## config.mk

```make
export PLATFORM = sky130hd
export DESIGN_NAME = hsv_color_fade_sequencer
export DESIGN_NICKNAME = d
export VERILOG_FILES = /design/src/hcfs_pkg.sv /design/src/hcfs_front.sv /design/src/hcfs_queue.sv /design/src/hcfs_back.sv /design/src/hsv_color_fade_sequencer.sv
export SDC_FILE = /design/constraint.sdc
export NUM_CORES = 1
export LEC_CHECK = 0
export BUFFER_PORTS_ARGS = -buffer_cell sky130_fd_sc_hd__clkbuf_2
export CAP_MARGIN = 20
export CORE_ASPECT_RATIO = 0.7
export CORE_MARGIN = 2
export CORE_UTILIZATION = 25
export CTS_CLUSTER_DIAMETER = 150
export DETAILED_ROUTE_END_ITERATION = 10
export PLACE_DENSITY = 0.46
export SLEW_MARGIN = 25
export SYNTH_ARGS = -nofsm -noshare
export SYNTH_HDL_FRONTEND = slang
export SYNTH_HIERARCHICAL = 1
export SYNTH_SLANG_ARGS = --single-unit
export TNS_END_PERCENT = 5
```

## constraint.sdc

```tcl
create_clock -name clk_i -period 16.2 [get_ports clk_i]
set_input_delay 3.24 -clock clk_i [delete_from_list [all_inputs] [get_ports clk_i]]
set_output_delay 3.24 -clock clk_i [all_outputs]
set_load 0.005 [all_outputs]
```

## src/hcfs_pkg.sv

```systemverilog
// Shared types and constants for the HSV colour fade sequencer.
// Depends on nothing; every other file refers to it by scoped names.
package hcfs_pkg;

  // Number of interpolation intervals; each target yields FADE_STEPS+1 items
  localparam int FADE_STEPS = 50;
  localparam int STEP_W     = $clog2(FADE_STEPS + 1);

  // Reciprocal of FADE_STEPS for an exact quotient of any 8-bit magnitude
  localparam int RECIP_SHIFT = 16;
  localparam int RECIP_W     = RECIP_SHIFT + 1;
  localparam logic [RECIP_W-1:0] RECIP_MUL =
    RECIP_W'(((1 << RECIP_SHIFT) + FADE_STEPS - 1) / FADE_STEPS);

  localparam logic [STEP_W-1:0] STEPS_L = STEP_W'(FADE_STEPS);

  // Depth of the queue between front and back
  localparam int QUEUE_DEPTH = 2;
  localparam int QPTR_W      = $clog2(QUEUE_DEPTH);
  localparam int QCNT_W      = $clog2(QUEUE_DEPTH + 1);

  // One colour channel of a classified fade: start, direction, size of move
  typedef struct packed {
    logic [7:0] base;
    logic       neg;
    logic [7:0] mag;
    logic [7:0] quo;   // mag / FADE_STEPS
  } chan_t;

  typedef struct packed {
    chan_t hue;
    chan_t sat;
    chan_t val;
  } fade_t;

endpackage

```

## src/hcfs_front.sv

```systemverilog
// Front end: keeps the current colour, folds the hue delta and splits each
// channel move into sign, magnitude and quotient. Depends on hcfs_pkg.
module hcfs_front (
  input  logic              clk_i,
  input  logic              rst_ni,
  input  logic              accept_i,
  input  logic [7:0]        target_hue_i,
  input  logic [7:0]        target_sat_i,
  input  logic [7:0]        target_val_i,
  output hcfs_pkg::fade_t   fade_o
);

  logic [7:0] cur_hue_q, cur_sat_q, cur_val_q;

  // Build one channel from a signed delta
  function automatic hcfs_pkg::chan_t make_chan(logic [7:0] base, logic signed [8:0] delta);
    hcfs_pkg::chan_t c;
    logic [8:0] mag9;
    logic [8 + hcfs_pkg::RECIP_W:0] prod;
    c.base = base;
    c.neg  = delta[8];
    mag9   = delta[8] ? 9'(-delta) : 9'(delta);
    c.mag  = mag9[7:0];
    prod   = (8 + hcfs_pkg::RECIP_W + 1)'(c.mag)
           * (8 + hcfs_pkg::RECIP_W + 1)'(hcfs_pkg::RECIP_MUL);
    c.quo  = prod[hcfs_pkg::RECIP_SHIFT +: 8];
    return c;
  endfunction

  logic [7:0]        dh8;
  logic signed [8:0] dh, ds, dv;

  // Hue takes the shorter way: the 8-bit wrapped difference read as signed
  always_comb begin
    dh8 = target_hue_i - cur_hue_q;
    dh  = $signed({dh8[7], dh8});
    ds  = $signed({1'b0, target_sat_i}) - $signed({1'b0, cur_sat_q});
    dv  = $signed({1'b0, target_val_i}) - $signed({1'b0, cur_val_q});
    fade_o.hue = make_chan(cur_hue_q, dh);
    fade_o.sat = make_chan(cur_sat_q, ds);
    fade_o.val = make_chan(cur_val_q, dv);
  end

  // Adopt the target as current colour once the item is taken
  always_ff @(posedge clk_i or negedge rst_ni) begin
    if (!rst_ni) begin
      cur_hue_q <= '0;
      cur_sat_q <= '0;
      cur_val_q <= '0;
    end else if (accept_i) begin
      cur_hue_q <= target_hue_i;
      cur_sat_q <= target_sat_i;
      cur_val_q <= target_val_i;
    end
  end

endmodule

```

## src/hcfs_queue.sv

```systemverilog
// Short queue of classified fades between front and back.
// Depends on hcfs_pkg for the entry type and depth.
module hcfs_queue (
  input  logic            clk_i,
  input  logic            rst_ni,
  input  logic            wr_i,
  input  hcfs_pkg::fade_t wr_data_i,
  output logic            full_o,
  input  logic            rd_i,
  output logic            empty_o,
  output hcfs_pkg::fade_t rd_data_o
);

  hcfs_pkg::fade_t               mem_q [hcfs_pkg::QUEUE_DEPTH];
  logic [hcfs_pkg::QPTR_W-1:0]   wr_ptr_q, rd_ptr_q;
  logic [hcfs_pkg::QCNT_W-1:0]   cnt_q;

  assign full_o    = (cnt_q == hcfs_pkg::QCNT_W'(hcfs_pkg::QUEUE_DEPTH));
  assign empty_o   = (cnt_q == '0);
  assign rd_data_o = mem_q[rd_ptr_q];

  // Store entries
  always_ff @(posedge clk_i) begin
    if (wr_i) begin
      mem_q[wr_ptr_q] <= wr_data_i;
    end
  end

  // Advance pointers and fill count
  always_ff @(posedge clk_i or negedge rst_ni) begin
    if (!rst_ni) begin
      wr_ptr_q <= '0;
      rd_ptr_q <= '0;
      cnt_q    <= '0;
    end else begin
      if (wr_i) begin
        wr_ptr_q <= (wr_ptr_q == hcfs_pkg::QPTR_W'(hcfs_pkg::QUEUE_DEPTH - 1)) ? '0
                                                                               : wr_ptr_q + 1'b1;
      end
      if (rd_i) begin
        rd_ptr_q <= (rd_ptr_q == hcfs_pkg::QPTR_W'(hcfs_pkg::QUEUE_DEPTH - 1)) ? '0
                                                                               : rd_ptr_q + 1'b1;
      end
      if (wr_i && !rd_i) begin
        cnt_q <= cnt_q + 1'b1;
      end else if (rd_i && !wr_i) begin
        cnt_q <= cnt_q - 1'b1;
      end
    end
  end

endmodule

```

## src/hcfs_back.sv

```systemverilog
// Back end: walks one fade through FADE_STEPS+1 items with a quotient and
// remainder accumulator per channel, into an output register. Depends on hcfs_pkg.
module hcfs_back (
  input  logic            clk_i,
  input  logic            rst_ni,
  input  logic            q_empty_i,
  input  hcfs_pkg::fade_t q_data_i,
  output logic            q_rd_o,
  output logic            empty_o,
  input  logic            pop_i,
  output logic [7:0]      step_hue_o,
  output logic [7:0]      step_sat_o,
  output logic [7:0]      step_val_o,
  output logic            last_step_o
);

  localparam int PROD_W = 8 + hcfs_pkg::STEP_W;

  typedef struct packed {
    logic [7:0]                  base;
    logic                        neg;
    logic [7:0]                  quo;
    logic [hcfs_pkg::STEP_W-1:0] rem;
    logic [7:0]                  q_acc;
    logic [hcfs_pkg::STEP_W-1:0] r_acc;
  } run_t;

  // Split magnitude into quotient and remainder, clear accumulators
  function automatic run_t load_run(hcfs_pkg::chan_t c);
    run_t r;
    logic [PROD_W-1:0] left;
    left    = PROD_W'(c.mag) - PROD_W'(c.quo) * PROD_W'(hcfs_pkg::FADE_STEPS);
    r.base  = c.base;
    r.neg   = c.neg;
    r.quo   = c.quo;
    r.rem   = left[hcfs_pkg::STEP_W-1:0];
    r.q_acc = '0;
    r.r_acc = '0;
    return r;
  endfunction

  // Add one more mag/FADE_STEPS, carrying the remainder
  function automatic run_t step_run(run_t r);
    run_t n;
    logic [hcfs_pkg::STEP_W:0] rs;
    n  = r;
    rs = {1'b0, r.r_acc} + {1'b0, r.rem};
    if (rs >= {1'b0, hcfs_pkg::STEPS_L}) begin
      n.r_acc = hcfs_pkg::STEP_W'(rs - {1'b0, hcfs_pkg::STEPS_L});
      n.q_acc = r.q_acc + r.quo + 8'd1;
    end else begin
      n.r_acc = rs[hcfs_pkg::STEP_W-1:0];
      n.q_acc = r.q_acc + r.quo;
    end
    return n;
  endfunction

  function automatic logic [7:0] run_out(run_t r);
    return r.neg ? r.base - r.q_acc : r.base + r.q_acc;
  endfunction

  run_t                        hue_q, sat_q, val_q;
  logic                        busy_q;
  logic [hcfs_pkg::STEP_W-1:0] idx_q;
  logic                        out_vld_q;
  logic [7:0]                  out_hue_q, out_sat_q, out_val_q;
  logic                        out_last_q;
  logic                        advance, at_last, load;

  assign advance = busy_q && (!out_vld_q || pop_i);
  assign at_last = (idx_q == hcfs_pkg::STEPS_L);
  assign load    = !q_empty_i && (!busy_q || (advance && at_last));
  assign q_rd_o  = load;

  // Sequence the run: load, step, finish
  always_ff @(posedge clk_i or negedge rst_ni) begin
    if (!rst_ni) begin
      busy_q <= 1'b0;
      idx_q  <= '0;
    end else if (load) begin
      busy_q <= 1'b1;
      idx_q  <= '0;
    end else if (advance) begin
      busy_q <= !at_last;
      idx_q  <= idx_q + 1'b1;
    end
  end

  // Accumulators
  always_ff @(posedge clk_i) begin
    if (load) begin
      hue_q <= load_run(q_data_i.hue);
      sat_q <= load_run(q_data_i.sat);
      val_q <= load_run(q_data_i.val);
    end else if (advance) begin
      hue_q <= step_run(hue_q);
      sat_q <= step_run(sat_q);
      val_q <= step_run(val_q);
    end
  end

  // Output register: hold until popped
  always_ff @(posedge clk_i or negedge rst_ni) begin
    if (!rst_ni) begin
      out_vld_q <= 1'b0;
    end else if (advance) begin
      out_vld_q <= 1'b1;
    end else if (pop_i) begin
      out_vld_q <= 1'b0;
    end
  end

  always_ff @(posedge clk_i) begin
    if (advance) begin
      out_hue_q  <= run_out(hue_q);
      out_sat_q  <= run_out(sat_q);
      out_val_q  <= run_out(val_q);
      out_last_q <= at_last;
    end
  end

  assign empty_o     = !out_vld_q;
  assign step_hue_o  = out_hue_q;
  assign step_sat_o  = out_sat_q;
  assign step_val_o  = out_val_q;
  assign last_step_o = out_last_q;

endmodule

```

## src/hsv_color_fade_sequencer.sv

```systemverilog
// HSV colour fade sequencer: top level joining front, queue and back.
// Depends on hcfs_pkg, hcfs_front, hcfs_queue and hcfs_back.
//
// Each pushed target colour produces FADE_STEPS+1 (51) items, one per cycle
// while pop keeps up, running from the previous target (black after reset)
// to the new one; the final item carries last_step and equals the target.
// A fade therefore occupies the back end while the step counter walks the
// per-channel quotient/remainder accumulators; the next target follows
// without a gap. Up to two further targets wait in the queue, so push is
// refused (full high) only when both queue entries are occupied.
// The first item of a target passes the queue entry, the back-end accumulators and the output register.
module hsv_color_fade_sequencer (
  input  logic       clk_i,
  input  logic       rst_ni,
  input  logic       push,
  output logic       full,
  input  logic [7:0] target_hue_i,
  input  logic [7:0] target_sat_i,
  input  logic [7:0] target_val_i,
  output logic       empty,
  input  logic       pop,
  output logic [7:0] step_hue_o,
  output logic [7:0] step_sat_o,
  output logic [7:0] step_val_o,
  output logic       last_step_o
);

  hcfs_pkg::fade_t front_fade, head_fade;
  logic            accept, q_empty, q_rd;

  assign accept = push && !full;

  hcfs_front u_front (
    .clk_i        (clk_i),
    .rst_ni       (rst_ni),
    .accept_i     (accept),
    .target_hue_i (target_hue_i),
    .target_sat_i (target_sat_i),
    .target_val_i (target_val_i),
    .fade_o       (front_fade)
  );

  hcfs_queue u_queue (
    .clk_i     (clk_i),
    .rst_ni    (rst_ni),
    .wr_i      (accept),
    .wr_data_i (front_fade),
    .full_o    (full),
    .rd_i      (q_rd),
    .empty_o   (q_empty),
    .rd_data_o (head_fade)
  );

  hcfs_back u_back (
    .clk_i       (clk_i),
    .rst_ni      (rst_ni),
    .q_empty_i   (q_empty),
    .q_data_i    (head_fade),
    .q_rd_o      (q_rd),
    .empty_o     (empty),
    .pop_i       (pop),
    .step_hue_o  (step_hue_o),
    .step_sat_o  (step_sat_o),
    .step_val_o  (step_val_o),
    .last_step_o (last_step_o)
  );

endmodule

```

==> qor.csv <==
stage,metric,value,unit
status,status,"complete, no violations",
job,MaxCap Viol Count,0,
clock_network,Setup Buffers After CTS,0,
worst_setup_path,worst endpoint required time,16580,ps
clock_network,hold_buf cts,0,
sta,Period minus WS final,9460,ps
sta,fraction of the cycle the final worst path needs,58.4,%
worst_setup_path,Arrival @ worst endpoint,9830,ps
finish,multi-input logic area,11000,µm²
floorplanning,core footprint,82400,µm²
floorplanning,I/O Pins,55,
grt,vias in the first global route,13221,
worst_setup_path,CP max-delay cell,xnor2_1,
grt,GR Util met3,1.54,%
route,Initial DRC Count,534,
grt,global-route wire length before repair,72.2,mm
worst_setup_path,Worst Path Max Fanout,9,
sta,RSZ-0062 raised after global routing,false,
finish,nets,2225,
route,DRT antenna net count,0,
sta,Final Max Slew Viols,0,
floorplanning,FP Rows,88,
clock_network,clock sink count,310,
finish,fraction of layout cells with a size suffix above 1,12.9,%
floorplanning,die width,348,µm
grt,total track usage,10.5,%
finish,ant diodes,0,
synthesis,Syn. warnings,6,
worst_setup_path,critical path type,input pin to flip-flop,
floorplanning,Die H,245,µm
clock_network,CTS root buf,clkbuf_16,
sta,Final Skew,27.6,ps
grt,initial antenna violation count,0,
grt,"Remaining Overflow, GRT",0,
grt,met2 Use GR,16.0,%
grt,pin count of the biggest net entering global routing,62,
hold_path,HP Class,flip-flop to flip-flop,
finish,storage element area,8710,µm²
sta,final setup violation count,0,
sta,FMAX,106,MHz
worst_setup_path,most frequent CP cell,ha_1,
finish,fill count,8473,
route,per-cell routed wire length,14.8,µm
worst_setup_path,CP max stage delay,570,ps
worst_setup_path,CP Capture Type,flip-flop,
route,Detailed Route WL,44.3,mm
clock_network,clk buf depth,3,
route,drt drc,0,
worst_setup_path,startpoint types,input pin,
route,Pre-antenna DRT Iters,5,
sta,Worst slew margin,31.7,%
sta,Fin. Hold Viols,0,
placement,estimated wirelength of the detail-placed design,31.8,mm
worst_setup_path,cell depth of the worst flop-to-flop path,28,
clock_network,Worst-path clk slew,60,ps
placement,IO buf count,54,
clock_network,post-cts sizing count,0,
synthesis,syn_area_per_cell,11.4,µm²
floorplanning,Die Area,85400,µm²
route,vias after detailed routing,12902,
hold_path,hold depth,0,
clock_network,TritonCTS Buffers,39,
placement,routability cong.,0.791,
clock_network,CTS tree,yes,
floorplanning,Initial Utilization,25.2,%
sta,Worst Tran Pin Value,1020,ps
finish,P&R area growth vs syn,13.4,%
route,Via density,4.32,
synthesis,Post-Syn Area,20800,µm²
clock_network,"Clk Latency, worst-skew pair",570,ps
sta,hold_ws,457,ps
sta,setup_tns,0,ps
clock_network,H-tree levels,2,
grt,met1 global-route usage,15.3,%
synthesis,Syn Inst Count,1813,
grt,GR peak layer,met2,
registers in the layout, indices dropped and copies added (netlist names):
| signal | cells |
|---|---|
| u_queue/mem_q | 138 |
| u_back/hue_q | 37 |
| u_back/sat_q | 37 |
| u_back/val_q | 37 |
| u_back/step_hue_o | 8 |
| u_back/step_sat_o | 8 |
| u_back/step_val_o | 8 |
| u_front/cur_hue_q | 8 |
| u_front/cur_sat_q | 8 |
| u_front/cur_val_q | 8 |
| u_back/idx_q | 6 |
| u_queue/cnt_q | 2 |
| u_back/busy_q | 1 |
| u_back/last_step_o | 1 |
| u_back/out_vld_q | 1 |
| u_queue/rd_ptr_q | 1 |
| u_queue/wr_ptr_q | 1 |
critical path, delay by kind of cell:
family | cells | cell delay [ps]
adders and majority gates | 8 | 2510
AOI/OAI and AO/OA | 12 | 2430
xor gates and xnor gates | 3 | 990
buffers and inverters | 5 | 360
and+or+nand+nor | 2 | 300
layer usage:
layer,vias up,wire length (µm)
li1,6506,-
met1,6215,23500
met2,123,18600
met3,58,1190
met4,0,890
met5,-,0
final timing paths:
check                                                 start                               end  slack (ps)
max in group asynchronous                            rst_ni      u_queue/rd_ptr_q$_DFFE_PN0P_       12810
min                        u_front/cur_val_q[7]$_DFFE_PN0P_    u_queue/mem_q[1][24]$_DFFE_PP_         460
min reg2reg                u_front/cur_val_q[7]$_DFFE_PN0P_    u_queue/mem_q[1][24]$_DFFE_PP_         460
min in group asynchronous                            rst_ni  u_front/cur_hue_q[5]$_DFFE_PN0P_        2810
max reg2reg                u_front/cur_sat_q[0]$_DFFE_PN0P_    u_queue/mem_q[0][27]$_DFFE_PP_        9100
max                                         target_sat_i[0]    u_queue/mem_q[0][27]$_DFFE_PP_        6740
metrics by stage:
step	setup slack [ps]	instance area [µm²]	cells	util, %
2_1_floorplan	6990	20800	1827	-
3_3_place_gp	6380	22200	2915	27.0
3_5_place_dp	6210	22200	2915	27.0
4_1_cts	6780	23500	2987	28.6
5_1_grt	6150	23500	2987	28.6
6_report	6740	23500	2987	28.6
cells in the final DEF (no fill, tap or decap), drive strengths merged, types with 6 or more instances in the layout:
| master | instances |
|---|---|
| xor2 | 56 |
| edfxtp | 232 |
| nor2b | 15 |
| and3 | 59 |
| nor2 | 100 |
| a21o | 38 |
| xnor2 | 119 |
| o21a | 9 |
| clkinv | 11 |
| nand4 | 8 |
| buf | 13 |
| mux2 | 80 |
| o211ai | 6 |
| nand3 | 19 |
| dfrtp | 36 |
| inv | 199 |
| nand2 | 89 |
| o21ai | 84 |
| nand2b | 13 |
| mux2i | 7 |
| ha | 262 |
| or2 | 11 |
| a21oi | 79 |
| fa | 59 |
| conb | 15 |
| nor4b | 8 |
| a211oi | 13 |
| a31oi | 14 |
| dfxtp | 42 |
| o21bai | 14 |
| o2111ai | 6 |
| clkbuf | 112 |
| nor3 | 18 |
final cells by class:
type | count | area share, %
Inverter | 199 | 3.18
Multi-Input combinational cell | 1259 | 46.9
Sequential cell | 310 | 37.0
Clock buffer | 58 | 4.85
Timing Repair Buffer | 67 | 1.56
Clock inverter | 14 | 0.697
Tap cell | 1080 | 5.74
Power is not shown: default switching activity piles up to over one toggle a cycle in this logic, so the estimate is an artifact.
